File: src/hw/rtl/urd_pkg.sv
// Shared types, constants and the seven-segment lookup for the range display block.
`timescale 1ns / 1ps

package urd_pkg;

  // Field and register widths
  localparam int unsigned SCALE_W    = 10;
  localparam int unsigned TWIDTH_W   = 8;
  localparam int unsigned RANGE_W    = 10;
  localparam int unsigned Q_SHIFT    = 8;
  localparam int unsigned CFG_IDX_W  = 1;
  localparam int unsigned CFG_DATA_W = 10;

  localparam logic [RANGE_W-1:0]  RANGE_MAX     = 10'd1023;
  localparam logic [SCALE_W-1:0]  SCALE_RESET   = 10'd281;
  localparam logic [TWIDTH_W-1:0] TWIDTH_RESET  = 8'd10;

  // Configuration register indexes
  localparam logic [CFG_IDX_W-1:0] CFG_RANGE_SCALE   = 1'b0;
  localparam logic [CFG_IDX_W-1:0] CFG_TRIGGER_WIDTH = 1'b1;

  // Measurement sequencer states
  typedef enum logic [3:0] {
    PH_IDLE = 4'b0001,
    PH_TRIG = 4'b0010,
    PH_RISE = 4'b0100,
    PH_FALL = 4'b1000
  } phase_e;

  // Input word: one time step of pin samples and ticks
  typedef struct packed {
    logic start_req;
    logic echo;
    logic count_tick;
    logic scan_tick;
  } urd_in_t;

  // Result word
  typedef struct packed {
    logic               trigger;
    logic [6:0]         segments;
    logic [3:0]         digit_enable;
    logic [RANGE_W-1:0] range;
    logic               range_valid;
  } urd_out_t;

  // Status from the measurement sequencer for one step
  typedef struct packed {
    logic trigger;
    logic hit;
  } urd_meas_t;

  // Seven-segment pattern of a decimal digit, bit0 is segment a
  function automatic logic [6:0] seg_lut(input logic [3:0] digit);
    logic [6:0] pat;
    case (digit)
      4'd0:    pat = 7'h3f;
      4'd1:    pat = 7'h06;
      4'd2:    pat = 7'h5b;
      4'd3:    pat = 7'h4f;
      4'd4:    pat = 7'h66;
      4'd5:    pat = 7'h6d;
      4'd6:    pat = 7'h7d;
      4'd7:    pat = 7'h07;
      4'd8:    pat = 7'h7f;
      4'd9:    pat = 7'h67;
      default: pat = 7'h00;
    endcase
    return pat;
  endfunction

endpackage

File: src/hw/rtl/ultrasonic_range_display.sv
// Top level of the ultrasonic ranging block with four-digit display scan.
`timescale 1ns / 1ps

// One input word is one time step of the echo pin, the start request and the
// two ticks, and each word gives exactly one result word. The block takes a
// word every clock cycle unless in_stall_o is high, and each word passes through
// the input register, width multiply stage, digit split stage and result
// register. The whole pipeline moves together and holds only while a result
// waits under out_stall_i, which is then passed back as in_stall_o.
// Configuration writes take effect at the next clock edge and are meant for
// when no measurement is in flight.

module ultrasonic_range_display import urd_pkg::*; #(
  parameter int unsigned TIMER_BITS = 8
) (
  input  logic                  clk_i,
  input  logic                  rst_ni,
  input  logic                  in_valid_i,
  output logic                  in_stall_o,
  input  urd_in_t               in_word_i,
  output logic                  out_valid_o,
  input  logic                  out_stall_i,
  output urd_out_t              out_word_o,
  input  logic                  cfg_we_i,
  input  logic [CFG_IDX_W-1:0]  cfg_idx_i,
  input  logic [CFG_DATA_W-1:0] cfg_wdata_i
);

  localparam int unsigned PROD_W = TIMER_BITS + SCALE_W;

  logic [SCALE_W-1:0]  scale_q;
  logic [TWIDTH_W-1:0] twidth_q;
  logic                en;
  logic                step;
  logic [1:0]          dig_idx_q, dig_idx_d;

  // Stage 1: input register
  logic    s1_valid_q;
  urd_in_t s1_word_q;

  // Stage 2: sequencer status and raw product
  urd_meas_t          meas;
  logic [PROD_W-1:0]  product;
  logic               s2_valid_q;
  urd_meas_t          s2_meas_q;
  logic [PROD_W-1:0]  s2_prod_q;
  logic [1:0]         s2_idx_q;

  // Stage 3: range and decimal quotients
  logic [RANGE_W-1:0] stored_range_q;
  logic [PROD_W-1:0]  shifted;
  logic [RANGE_W-1:0] range_c;
  logic [17:0]        mul10;
  logic [15:0]        mul100;
  logic               s3_valid_q;
  urd_meas_t          s3_meas_q;
  logic [RANGE_W-1:0] s3_range_q;
  logic [6:0]         s3_q10_q;
  logic [3:0]         s3_q100_q;
  logic [1:0]         s3_idx_q;

  // Stage 4: digit select and result register
  logic [RANGE_W-1:0] ones_w;
  logic [6:0]         tens_w;
  logic [3:0]         hund;
  logic [3:0]         thou;
  logic [3:0]         digit;
  urd_out_t           res_d;
  logic               out_valid_q;
  urd_out_t           out_word_q;

  // Configuration registers
  always_ff @(posedge clk_i or negedge rst_ni) begin
    if (!rst_ni) begin
      scale_q  <= SCALE_RESET;
      twidth_q <= TWIDTH_RESET;
    end else if (cfg_we_i) begin
      unique case (cfg_idx_i)
        CFG_RANGE_SCALE:   scale_q  <= cfg_wdata_i;
        CFG_TRIGGER_WIDTH: twidth_q <= cfg_wdata_i[TWIDTH_W-1:0];
        default: ;
      endcase
    end
  end

  // The pipeline advances unless the result word is held
  assign en         = !(out_valid_q && out_stall_i);
  assign in_stall_o = !en;
  assign step       = en && s1_valid_q;

  always_ff @(posedge clk_i or negedge rst_ni) begin
    if (!rst_ni) begin
      s1_valid_q <= 1'b0;
    end else if (en) begin
      s1_valid_q <= in_valid_i;
    end
  end

  always_ff @(posedge clk_i) begin
    if (en && in_valid_i) begin
      s1_word_q <= in_word_i;
    end
  end

  urd_ranger #(
    .TIMER_BITS (TIMER_BITS)
  ) u_ranger (
    .clk_i           (clk_i),
    .rst_ni          (rst_ni),
    .step_i          (step),
    .word_i          (s1_word_q),
    .range_scale_i   (scale_q),
    .trigger_width_i (twidth_q),
    .meas_o          (meas),
    .product_o       (product)
  );

  // Display scan position advances on each scan tick
  assign dig_idx_d = s1_word_q.scan_tick ? (dig_idx_q + 2'd1) : dig_idx_q;

  always_ff @(posedge clk_i or negedge rst_ni) begin
    if (!rst_ni) begin
      dig_idx_q  <= '0;
      s2_valid_q <= 1'b0;
    end else if (en) begin
      s2_valid_q <= s1_valid_q;
      if (s1_valid_q) begin
        dig_idx_q <= dig_idx_d;
      end
    end
  end

  always_ff @(posedge clk_i) begin
    if (en) begin
      s2_meas_q <= meas;
      s2_prod_q <= product;
      s2_idx_q  <= dig_idx_d;
    end
  end

  // Scale down, saturate, and keep the old range when no width was taken
  assign shifted = s2_prod_q >> Q_SHIFT;
  always_comb begin
    if (!s2_meas_q.hit) begin
      range_c = stored_range_q;
    end else if (shifted > PROD_W'(RANGE_MAX)) begin
      range_c = RANGE_MAX;
    end else begin
      range_c = shifted[RANGE_W-1:0];
    end
  end

  // Divide by 10 and 100 through reciprocal multiplies, exact up to 1023
  assign mul10  = 18'(range_c) * 18'd205;
  assign mul100 = 16'(range_c) * 16'd41;

  always_ff @(posedge clk_i or negedge rst_ni) begin
    if (!rst_ni) begin
      stored_range_q <= '0;
      s3_valid_q     <= 1'b0;
    end else if (en) begin
      s3_valid_q <= s2_valid_q;
      if (s2_valid_q && s2_meas_q.hit) begin
        stored_range_q <= range_c;
      end
    end
  end

  always_ff @(posedge clk_i) begin
    if (en) begin
      s3_meas_q  <= s2_meas_q;
      s3_range_q <= range_c;
      s3_q10_q   <= mul10[17:11];
      s3_q100_q  <= mul100[15:12];
      s3_idx_q   <= s2_idx_q;
    end
  end

  // Remainders give the four decimal digits
  assign ones_w = s3_range_q - (RANGE_W'(s3_q10_q) << 3) - (RANGE_W'(s3_q10_q) << 1);
  assign tens_w = s3_q10_q - (7'(s3_q100_q) << 3) - (7'(s3_q100_q) << 1);
  assign hund   = (s3_q100_q >= 4'd10) ? (s3_q100_q - 4'd10) : s3_q100_q;
  assign thou   = {3'b000, (s3_q100_q >= 4'd10)};

  always_comb begin
    case (s3_idx_q)
      2'd0:    digit = ones_w[3:0];
      2'd1:    digit = tens_w[3:0];
      2'd2:    digit = hund;
      default: digit = thou;
    endcase
  end

  always_comb begin
    res_d.trigger      = s3_meas_q.trigger;
    res_d.segments     = seg_lut(digit);
    res_d.digit_enable = ~(4'b0001 << s3_idx_q);
    res_d.range        = s3_range_q;
    res_d.range_valid  = s3_meas_q.hit;
  end

  // Result register
  always_ff @(posedge clk_i or negedge rst_ni) begin
    if (!rst_ni) begin
      out_valid_q <= 1'b0;
    end else if (en) begin
      out_valid_q <= s3_valid_q;
    end
  end

  always_ff @(posedge clk_i) begin
    if (en) begin
      out_word_q <= res_d;
    end
  end

  assign out_valid_o = out_valid_q;
  assign out_word_o  = out_word_q;

endmodule

File: src/hw/rtl/urd_ranger.sv
// Trigger and echo measurement sequencer with the free-running echo timer.
`timescale 1ns / 1ps

module urd_ranger import urd_pkg::*; #(
  parameter int unsigned TIMER_BITS = 8
) (
  input  logic                          clk_i,
  input  logic                          rst_ni,
  input  logic                          step_i,
  input  urd_in_t                       word_i,
  input  logic [SCALE_W-1:0]            range_scale_i,
  input  logic [TWIDTH_W-1:0]           trigger_width_i,
  output urd_meas_t                     meas_o,
  output logic [TIMER_BITS+SCALE_W-1:0] product_o
);

  localparam int unsigned PROD_W = TIMER_BITS + SCALE_W;

  phase_e                phase_q, phase_d;
  logic [TWIDTH_W-1:0]   trig_cnt_q, trig_cnt_d;
  logic [TIMER_BITS-1:0] timer_q, timer_d;
  logic [TIMER_BITS-1:0] rise_q, rise_d;
  logic                  clear;
  logic                  hit;
  logic [TIMER_BITS-1:0] width;

  // Sequencer next state for one step
  always_comb begin
    phase_d    = phase_q;
    trig_cnt_d = trig_cnt_q;
    rise_d     = rise_q;
    clear      = 1'b0;
    hit        = 1'b0;
    unique case (phase_q)
      PH_IDLE: begin
        if (word_i.start_req) begin
          clear      = 1'b1;
          trig_cnt_d = (trigger_width_i == '0) ? TWIDTH_W'(1) : trigger_width_i;
          phase_d    = PH_TRIG;
        end
      end
      PH_TRIG: begin
        if (trig_cnt_q <= TWIDTH_W'(1)) begin
          trig_cnt_d = '0;
          phase_d    = PH_RISE;
        end else begin
          trig_cnt_d = trig_cnt_q - TWIDTH_W'(1);
        end
      end
      PH_RISE: begin
        if (word_i.echo) begin
          rise_d  = timer_q;
          phase_d = PH_FALL;
        end
      end
      PH_FALL: begin
        if (!word_i.echo) begin
          hit     = (timer_q > rise_q);
          phase_d = PH_IDLE;
        end
      end
      default: phase_d = PH_IDLE;
    endcase
  end

  // Echo timer wraps at its width; the start step clears it and skips the tick
  always_comb begin
    if (clear) begin
      timer_d = '0;
    end else if (word_i.count_tick) begin
      timer_d = timer_q + TIMER_BITS'(1);
    end else begin
      timer_d = timer_q;
    end
  end

  // Echo width in Q8 range units, before the shift
  assign width     = timer_q - rise_q;
  assign product_o = PROD_W'(width) * PROD_W'(range_scale_i);

  assign meas_o.trigger = (phase_d == PH_TRIG);
  assign meas_o.hit     = hit;

  always_ff @(posedge clk_i or negedge rst_ni) begin
    if (!rst_ni) begin
      phase_q    <= PH_IDLE;
      trig_cnt_q <= '0;
      timer_q    <= '0;
      rise_q     <= '0;
    end else if (step_i) begin
      phase_q    <= phase_d;
      trig_cnt_q <= trig_cnt_d;
      timer_q    <= timer_d;
      rise_q     <= rise_d;
    end
  end

endmodule

File: config.mk
export PLATFORM = sky130hd
export DESIGN_NAME = ultrasonic_range_display
export DESIGN_NICKNAME = d
export VERILOG_FILES = /design/src/hw/rtl/urd_pkg.sv /design/src/hw/rtl/ultrasonic_range_display.sv /design/src/hw/rtl/urd_ranger.sv
export SDC_FILE = /design/constraint.sdc
export NUM_CORES = 1
export LEC_CHECK = 0
export BUFFER_PORTS_ARGS = -buffer_cell sky130_fd_sc_hd__buf_2
export CELL_PAD_IN_SITES_DETAIL_PLACEMENT = 0
export CELL_PAD_IN_SITES_GLOBAL_PLACEMENT = 1
export CORE_ASPECT_RATIO = 1.4
export CORE_MARGIN = 10
export CORE_UTILIZATION = 50
export CTS_CLUSTER_DIAMETER = 50
export CTS_CLUSTER_SIZE = 40
export DETAILED_ROUTE_END_ITERATION = 8
export PLACE_DENSITY_LB_ADDON = 0.1
export SETUP_SLACK_MARGIN = 0.4
export SLEW_MARGIN = 20
export SYNTH_ARGS = -nofsm -noshare
export SYNTH_HDL_FRONTEND = slang
export SYNTH_HIERARCHICAL = 1
export SYNTH_SLANG_ARGS = --single-unit
File: constraint.sdc
create_clock -name clk_i -period 6.9 [get_ports clk_i]
set_clock_uncertainty 0.2 [all_clocks]
set_input_delay 1.38 -clock clk_i [delete_from_list [all_inputs] [get_ports clk_i]]
set_output_delay 1.38 -clock clk_i [all_outputs]
set_load 0.01 [all_outputs]
# Yosys cells after proc, flatten, opt, wreduce, memory -nomap -nowiden
# Memory sizes are Yosys's and may differ from the RTL's. A register that Yosys moved wholly into a read port is not among the register bits.
# Cells that the tools add are included.
# totals
mem_bits_ro,112
elab_cells,96
n_memories,1
register_bits,126
input_bits,20
# mem_list
name,depth,width,read_ports,rd_ports_with_merged_regs,write_ports,line_no,source
(name not given),16,7,1,1,0,urd_pkg.sv:56,case (digit)
# op_classes
n_shift,1
eq_ne,8
addsub,9
magnitude_cmp,4
n_mul,3
bitwise_logic,4
reduce_logical,18
n_mux,18
# ops
operator,count
$mux 8,5
$mux 10,2
$mux 4,5
$mul 8x10->18,1
$mul 10x6->16 const B,1
$pmux 4 s4,1
$pmux 8 s2,1
$sub 4x4->4,4
$mul 10x8->15 const B,1
$pmux 4 s3,1
$gt 10x10->1 const B,1
$reduce_and 2->1,5
$add 8x1->8 const B,1
$eq 4x2->1 const B,2
$gt 8x8->1,1
$le 8x1->1 const B,1
$logic_not 8->1,1
$sub 8x1->8 const B,1
$sub 8x8->8,1
$reduce_and 3->1,2
$eq 4x1->1 const B,1
$eq 4x3->1 const B,1
$eq 4x4->1 const B,1
$ge 4x4->1 const B,1
other kinds (15),23

# Depth between registers and ports, before layout
# Gate-level depths: netlist (run 1).
# logic_depth
depth_word,4
depth_mapped,25
mapped_depth_nobuf,23

# Modules after synthesis
# The synthesis (run 1) kept the hierarchy.
# modules_own_cells
mod,n_inst,cells_each,area_per_inst_um2
ultrasonic_range_display,1,449,5838.1
urd_ranger,1,686,5360.1

# Worst setup path after synthesis (run 1)
# OpenSTA, ideal clock, no wires.
# synth_timing
path_type,register to register
startpoint,reg u_ranger.timer_q[0]
endpoint,reg s2_prod_q[17] (data pin)
slack_ns,1.035
arrival_time_ns,5.405
synth_period_minus_slack_ns,5.865
setup_time_ns,0.260
n_path_buf,1
stages_incl_launch_ff,22
cell_sequence,dfrtp_1 > inv_1 > ha_1 > inv_1 > fa_1 > a21o_1 > a21oi_1 > o21bai_1 > clkbuf_1 > o311ai_0 > fa_1 > fa_1 > fa_1 > inv_1 > fa_1 > inv_1 > ha_1 > a21oi_1 > o21ai_0 > a41o_1 > a21oi_1 > xnor2_1
# synth_via
elab_chain_len,2
# synth_rtl
element,line_no,source
"start, declared",urd_ranger.sv:21,"logic [TIMER_BITS-1:0] timer_q, timer_d;"
"start signal, assigned",urd_ranger.sv:93,timer_q <= timer_d;
$sub 8x8->8,urd_ranger.sv:78,assign width = timer_q - rise_q;
$mul 8x10->18,urd_ranger.sv:79,assign product_o = PROD_W'(width) * PROD_W'(range_scale_i);
via product[17],ultrasonic_range_display.sv:43,logic [PROD_W-1:0] product;
"end signal, assigned",ultrasonic_range_display.sv:136,s2_prod_q <= product;
"end, declared",ultrasonic_range_display.sv:46,logic [PROD_W-1:0] s2_prod_q;
# The timed path passes the listed nets, and every way through them passes these cells.
# A chain may end at the register's enable or synchronous reset.

# Final worst setup path (run 1)
# layout_timing
startpoint,reg u_ranger.timer_q[1]
endpoint,reg s2_prod_q[16] (data pin)
# The elaborated chain is that of the path after synthesis.

==> flow_metrics.tcl, run 1 <==
set metrics [dict create \
    ys_warn_count 6 \
    stdcell_count 1461 \
    crit_end "s2_prod_q[16]" \
    wl_met3_um 663 \
    finalCritPeriodShare_pct 89.80 \
    drc 0 \
    crit_fanout 17 \
    syn_nets 1349 \
    syn_inst 1126 \
    fp.dieW_um 146.2 \
    maxCapViolCount 0 \
    rows 64 \
    via_per_inst 5.369 \
    hp-class "reg2reg" \
    r2r_cells 19 \
    crit_type "reg2reg" \
    dp_hpwl_um 17470 \
    wl_met1_um 9471 \
    numCtsBuffers 17 \
    r2r-start "u_ranger/timer_q[1]" \
    dieArea_um2 28740 \
    area_delta_synth_final_pct 10.31 \
    wl_um 23090 \
    htreeDepth 4 \
    drive_gt1_share_pct 13.57 \
    diodes 0 \
    insertion_delay_ns 0.43 \
    worst-slew-pin-transition_ns 0.9801 \
    grt_usage_pct 16.91 \
    met2_wirelength_um 12510 \
    io-pin-count 45 \
    setup_violations 0 \
    cp_data_arrival_time_ns 6.20 \
    coreArea_um2 21860 \
    root_buffer "clkbuf_16" \
    numPortBuffers 44 \
    hold_viol_final 0 \
    vias 7844 \
    fin_util_pct 56.22 \
    fin_setup_tns_ns 0 \
    gr-total-overflow 0 \
    grt_pass1_wl_um 39820 \
    r2r_slack_ns 0.70 \
    critPathLaunch "u_ranger/timer_q[1]" \
    clk_pin_slew_ns 0.06 \
    die_h_um 196.6 \
    cts_tree "built" \
    antenna_found_initial 0 \
    rsz0062_at_grt "true" \
    wl_per_cell_um 15.80 \
    first_pass_iters 5 \
    grt_max_degree 65 \
    gp_congestion 0.8057 \
    post-place-cells 1429 \
    grt_pass1_vias 8148 \
    netlist_area_um2 11140 \
    cts_buffer_depth 2 \
    crit_required_ns 6.91 \
    end_kind "flop" \
    finalCriticalPeriod_ns 6.196 \
    fmax_ghz 0.1614 \
    status "complete, no violations" \
    start_kind "flop" \
    slew_violations 0 \
    cts.sinks 125 \
    avgSynthCellArea_um2 9.894 \
    fin_nets 1374 \
    start_util_pct 50.96 \
    postRouteAntennaNets 0 \
    drt_iter0_drc 300 \
    r2r_end "s2_prod_q[16]" \
    hold_path_depth 0 \
    top_layer "met4" \
    slew_headroom_pct 34.66 \
]
==> layout make-up <==
type,count,area (um2)
Sequential cell,125,3452
Fill cell,1968,9572
Tap cell,297,371.6
Multi-Input combinational cell,781,6883
Clock inverter,11,112.6
Clock buffer,21,514.2
Timing Repair Buffer,58,325.3
Inverter,168,630.6
==> stage by stage <==
step | area (um2) | setup slack (ns) | hold WS (ns)
5_1_grt | 12290 | 0.3138 | 0.2308
2_1_floorplan | 11140 | 1.035 | 0.2003
4_1_cts | 12250 | 0.5072 | 0.2170
3_5_place_dp | 11620 | 0.3483 | 0.2045
6_report | 12290 | 0.7040 | 0.2154
3_3_place_gp | 11620 | 0.5124 | 0.2002
==> timing repair <==
| item | CTS | global route |
|---|---|---|
| setup endpoints to repair | 2 | 9 |
| resized for setup | 1 | 7 |
| hold buffers | 0 | 0 |
| buffers inserted | 0 | 0 |
| pin swaps | 0 | 0 |
| hold endpoints to repair | 0 | 0 |
==> per-layer routing <==
layer / track usage [%] / vias to the layer above
met5: 0 / -
met4: 5.909 / 0
met3: 3.347 / 30
met2: 31.68 / 119
met1: 18.50 / 3770
li1: - / 3925
==> worst min path at each step <==
stage / slack, ns / start / to
final: 0.22 / s2_idx_q[0] / s3_idx_q[0]
after global placement: 0.20 / s2_idx_q[0] / s3_idx_q[0]
after global routing: 0.23 / s3_range_q[5] / out_word_o[6]
after floorplan: 0.20 / res_d[0] / out_word_o[0]
after CTS: 0.22 / s3_range_q[5] / out_word_o[6]
after detailed placement: 0.20 / s3_range_q[5] / out_word_o[6]
==> placed cells by master, fill, tap and decap left out, drive strengths merged, types with 15 or more instances in the layout <==
master	n
nor3	26
edfxtp	63
mux2	45
nand2b	16
a31oi	21
o21ai	39
fa	69
dfrtp	55
and2	38
inv	175
nor2	53
nor2b	17
ha	134
a21oi	35
clkbuf	21
nand3	17
buf	58
xnor2	27
xor2	15
nand2	82
==> flip-flops by register name, indices dropped and copies added, names as in the netlist, 4 cells and up <==
| name | cells |
|---|---|
| out_word_o | 23 |
| s2_prod_q | 10 |
| s3_range_q | 10 |
| scale_q | 10 |
| stored_range_q | 10 |
| twidth_q | 8 |
| u_ranger/rise_q | 8 |
| u_ranger/timer_q | 8 |
| u_ranger/trig_cnt_q | 8 |
| s1_word_q | 4 |
| s3_q100_q | 4 |
| s3_q10_q | 4 |
| u_ranger/phase_q | 4 |
==> critical path: stages (launching register included) <==
cell and delay, ns:
dfrtp_1 0.47, ha_1 0.34, nor2b_1 0.14, o21ai_1 0.12
a21boi_2 0.62, nor4_1 0.13, nor3_1 0.31, fa_1 0.51
fa_1 0.57, inv_1 0.06, fa_1 0.52, inv_1 0.05
fa_1 0.52, inv_1 0.04, ha_1 0.34, a21oi_2 0.22
nand2_1 0.11, o21a_1 0.23, or3_1 0.37, o311ai_0 0.10
Power of run 1 is left out: the tool's default activity adds up to more than one toggle a clock period on the data nets, which glitch-free logic cannot reach.
==> inputs of run 2 (changes only) <==
--- a/config.mk
+++ b/config.mk
@@ -5,7 +5,7 @@
 export SDC_FILE = /design/constraint.sdc
 export NUM_CORES = 1
 export LEC_CHECK = 0
-export BUFFER_PORTS_ARGS = -buffer_cell sky130_fd_sc_hd__buf_2
+export BUFFER_PORTS_ARGS = -buffer_cell sky130_fd_sc_hd__clkbuf_2
 export CELL_PAD_IN_SITES_DETAIL_PLACEMENT = 0
 export CELL_PAD_IN_SITES_GLOBAL_PLACEMENT = 1
 export CORE_ASPECT_RATIO = 1.4
==> run 2 against run 1 <==
Worst hold slack improved by 0.0027 ns. Critical path depth rose by 2. Count of clock-buffer cells in the layout is the same. Routed wire length is 0.94% lower. Global-route usage down 0.28 points. Critical endpoint unchanged.
==> flow_metrics.tcl, run 2 (same netlist as run 1, synthesis figures left out) <==
set metrics [dict create \
    status "complete, no violations" \
    fin_nets 1373 \
    finalCriticalPeriod_ns 6.103 \
    via_per_inst 5.392 \
    area_delta_synth_final_pct 9.939 \
    grt_pass1_wl_um 39430 \
    numCtsBuffers 17 \
    gr-total-overflow 0 \
    root_buffer "clkbuf_16" \
    diodes 0 \
    r2r_slack_ns 0.80 \
    slew_violations 0 \
    start_util_pct 50.96 \
    htreeDepth 4 \
    mostFrequentLayoutCells "inv_1, ha_1, nand2_1" \
    cts_buffer_depth 2 \
    regArea_um2 3452 \
    dieArea_um2 28740 \
    r2r_end "s2_prod_q[16]" \
    path_cells "inv_1, ha_1, inv_1, fa_1, a21o_1, a21oi_4, o21bai_4, o311a_1, fa_1, fa_1, inv_1, fa_1, inv_1, fa_1, inv_1, ha_1, a21oi_2, nand2_1, o21a_1, or3_1, o311ai_0" \
    hp-class "reg2reg" \
    io-pin-count 45 \
    final_area_um2 12250 \
    drt_iter0_drc 349 \
    cp_data_arrival_time_ns 6.11 \
    hold_path_depth 0 \
    grt_max_degree 65 \
    wl_um 22870 \
    crit_fanout 17 \
    finalCritPeriodShare_pct 88.45 \
    max_stage_delay_ns 0.54 \
    fin_util_pct 56.03 \
    crit_required_ns 6.91 \
    layout_commonest_cell "inv_1" \
    place_area_um2 11610 \
    drive_gt1_share_pct 13.41 \
    min_to "out_word_o[7]" \
    hold_viol_final 0 \
    post-place-cells 1428 \
    r2r-start "u_ranger/timer_q[0]" \
    maxCapViolCount 0 \
    cts.sinks 125 \
    fp.dieW_um 146.2 \
    numPortBuffers 44 \
    rows 64 \
    coreArea_um2 21860 \
    insertion_delay_ns 0.43 \
    multi_input_area_um2 6890 \
    end_kind "flop" \
    fmax_ghz 0.1639 \
    dp_hpwl_um 17460 \
    hp-start "s3_range_q[6]" \
    worst-slew-pin-transition_ns 0.8225 \
    clk_pin_slew_ns 0.06 \
    gp_congestion 0.8306 \
    antenna_found_initial 0 \
    vias 7873 \
    drc 0 \
    stdcell_count 1460 \
    start_kind "flop" \
    die_h_um 196.6 \
    cp_slowest_cell "fa_1" \
    setup_violations 0 \
    largest_reg_flops 23 \
    wl_per_cell_um 15.67 \
    slew_headroom_pct 45.05 \
    fin_setup_tns_ns 0 \
    rsz0062_at_grt "false" \
    grt_pass1_vias 8060 \
    crit_type "reg2reg" \
    grt_usage_pct 16.63 \
    critPathLaunch "u_ranger/timer_q[0]" \
    postRouteAntennaNets 0 \
    r2r_cells 21 \
    first_pass_iters 5 \
    fillers 2015 \
    cts_tree "built" \
]
-- run 2: final cells by class --
class / instances / area share (%)
Timing Repair Buffer: 57 / 2.595
Clock inverter: 11 / 0.7560
Multi-Input combinational cell: 781 / 56.26
Sequential cell: 125 / 28.18
Tap cell: 297 / 3.034
Inverter: 168 / 5.149
Clock buffer: 21 / 4.025
-- run 2: worst max path at each step --
stage,endpoint,depth (start not counted)
detailed placement,s2_prod_q[11],20
global placement,s2_prod_q[11],20
floorplan,s2_prod_q[17],21
finish,s2_prod_q[16],21
global route,s2_prod_q[14],23
CTS,s2_prod_q[11],20
-- run 2: per-stage QoR --
stage / setup slack, ns / hold WS (ns)
after floorplan: 1.035 / 0.2003
after global placement: 0.5510 / 0.2003
final: 0.7971 / 0.2180
after global routing: 0.4390 / 0.2194
after CTS: 0.4512 / 0.2173
after detailed placement: 0.4763 / 0.2045
-- run 2: layer usage --
metal / GRT usage (%) / wire length, um
met5: 0 / 0
met4: 6.020 / 370
met3: 2.957 / 739
met2: 31.19 / 12370
met1: 18.30 / 9391
-- run 2: critical path: cells and delay by family, from the launching register on --
family / cells / cell delay [ns]
fa+ha+maj: 7 / 2.96
flops: 1 / 0.40
compound gates: 7 / 1.52
buf+inv: 5 / 0.30
simple gates: 2 / 0.48
-- run 2: timing repair --
item | in CTS | in global routing
setup buffers | 0 | 0
endpoints found under the setup margin | 0 | 8
hold buffers | 0 | 0
gates resized for setup | 0 | 9
Power of run 2 is left out for the same reason.
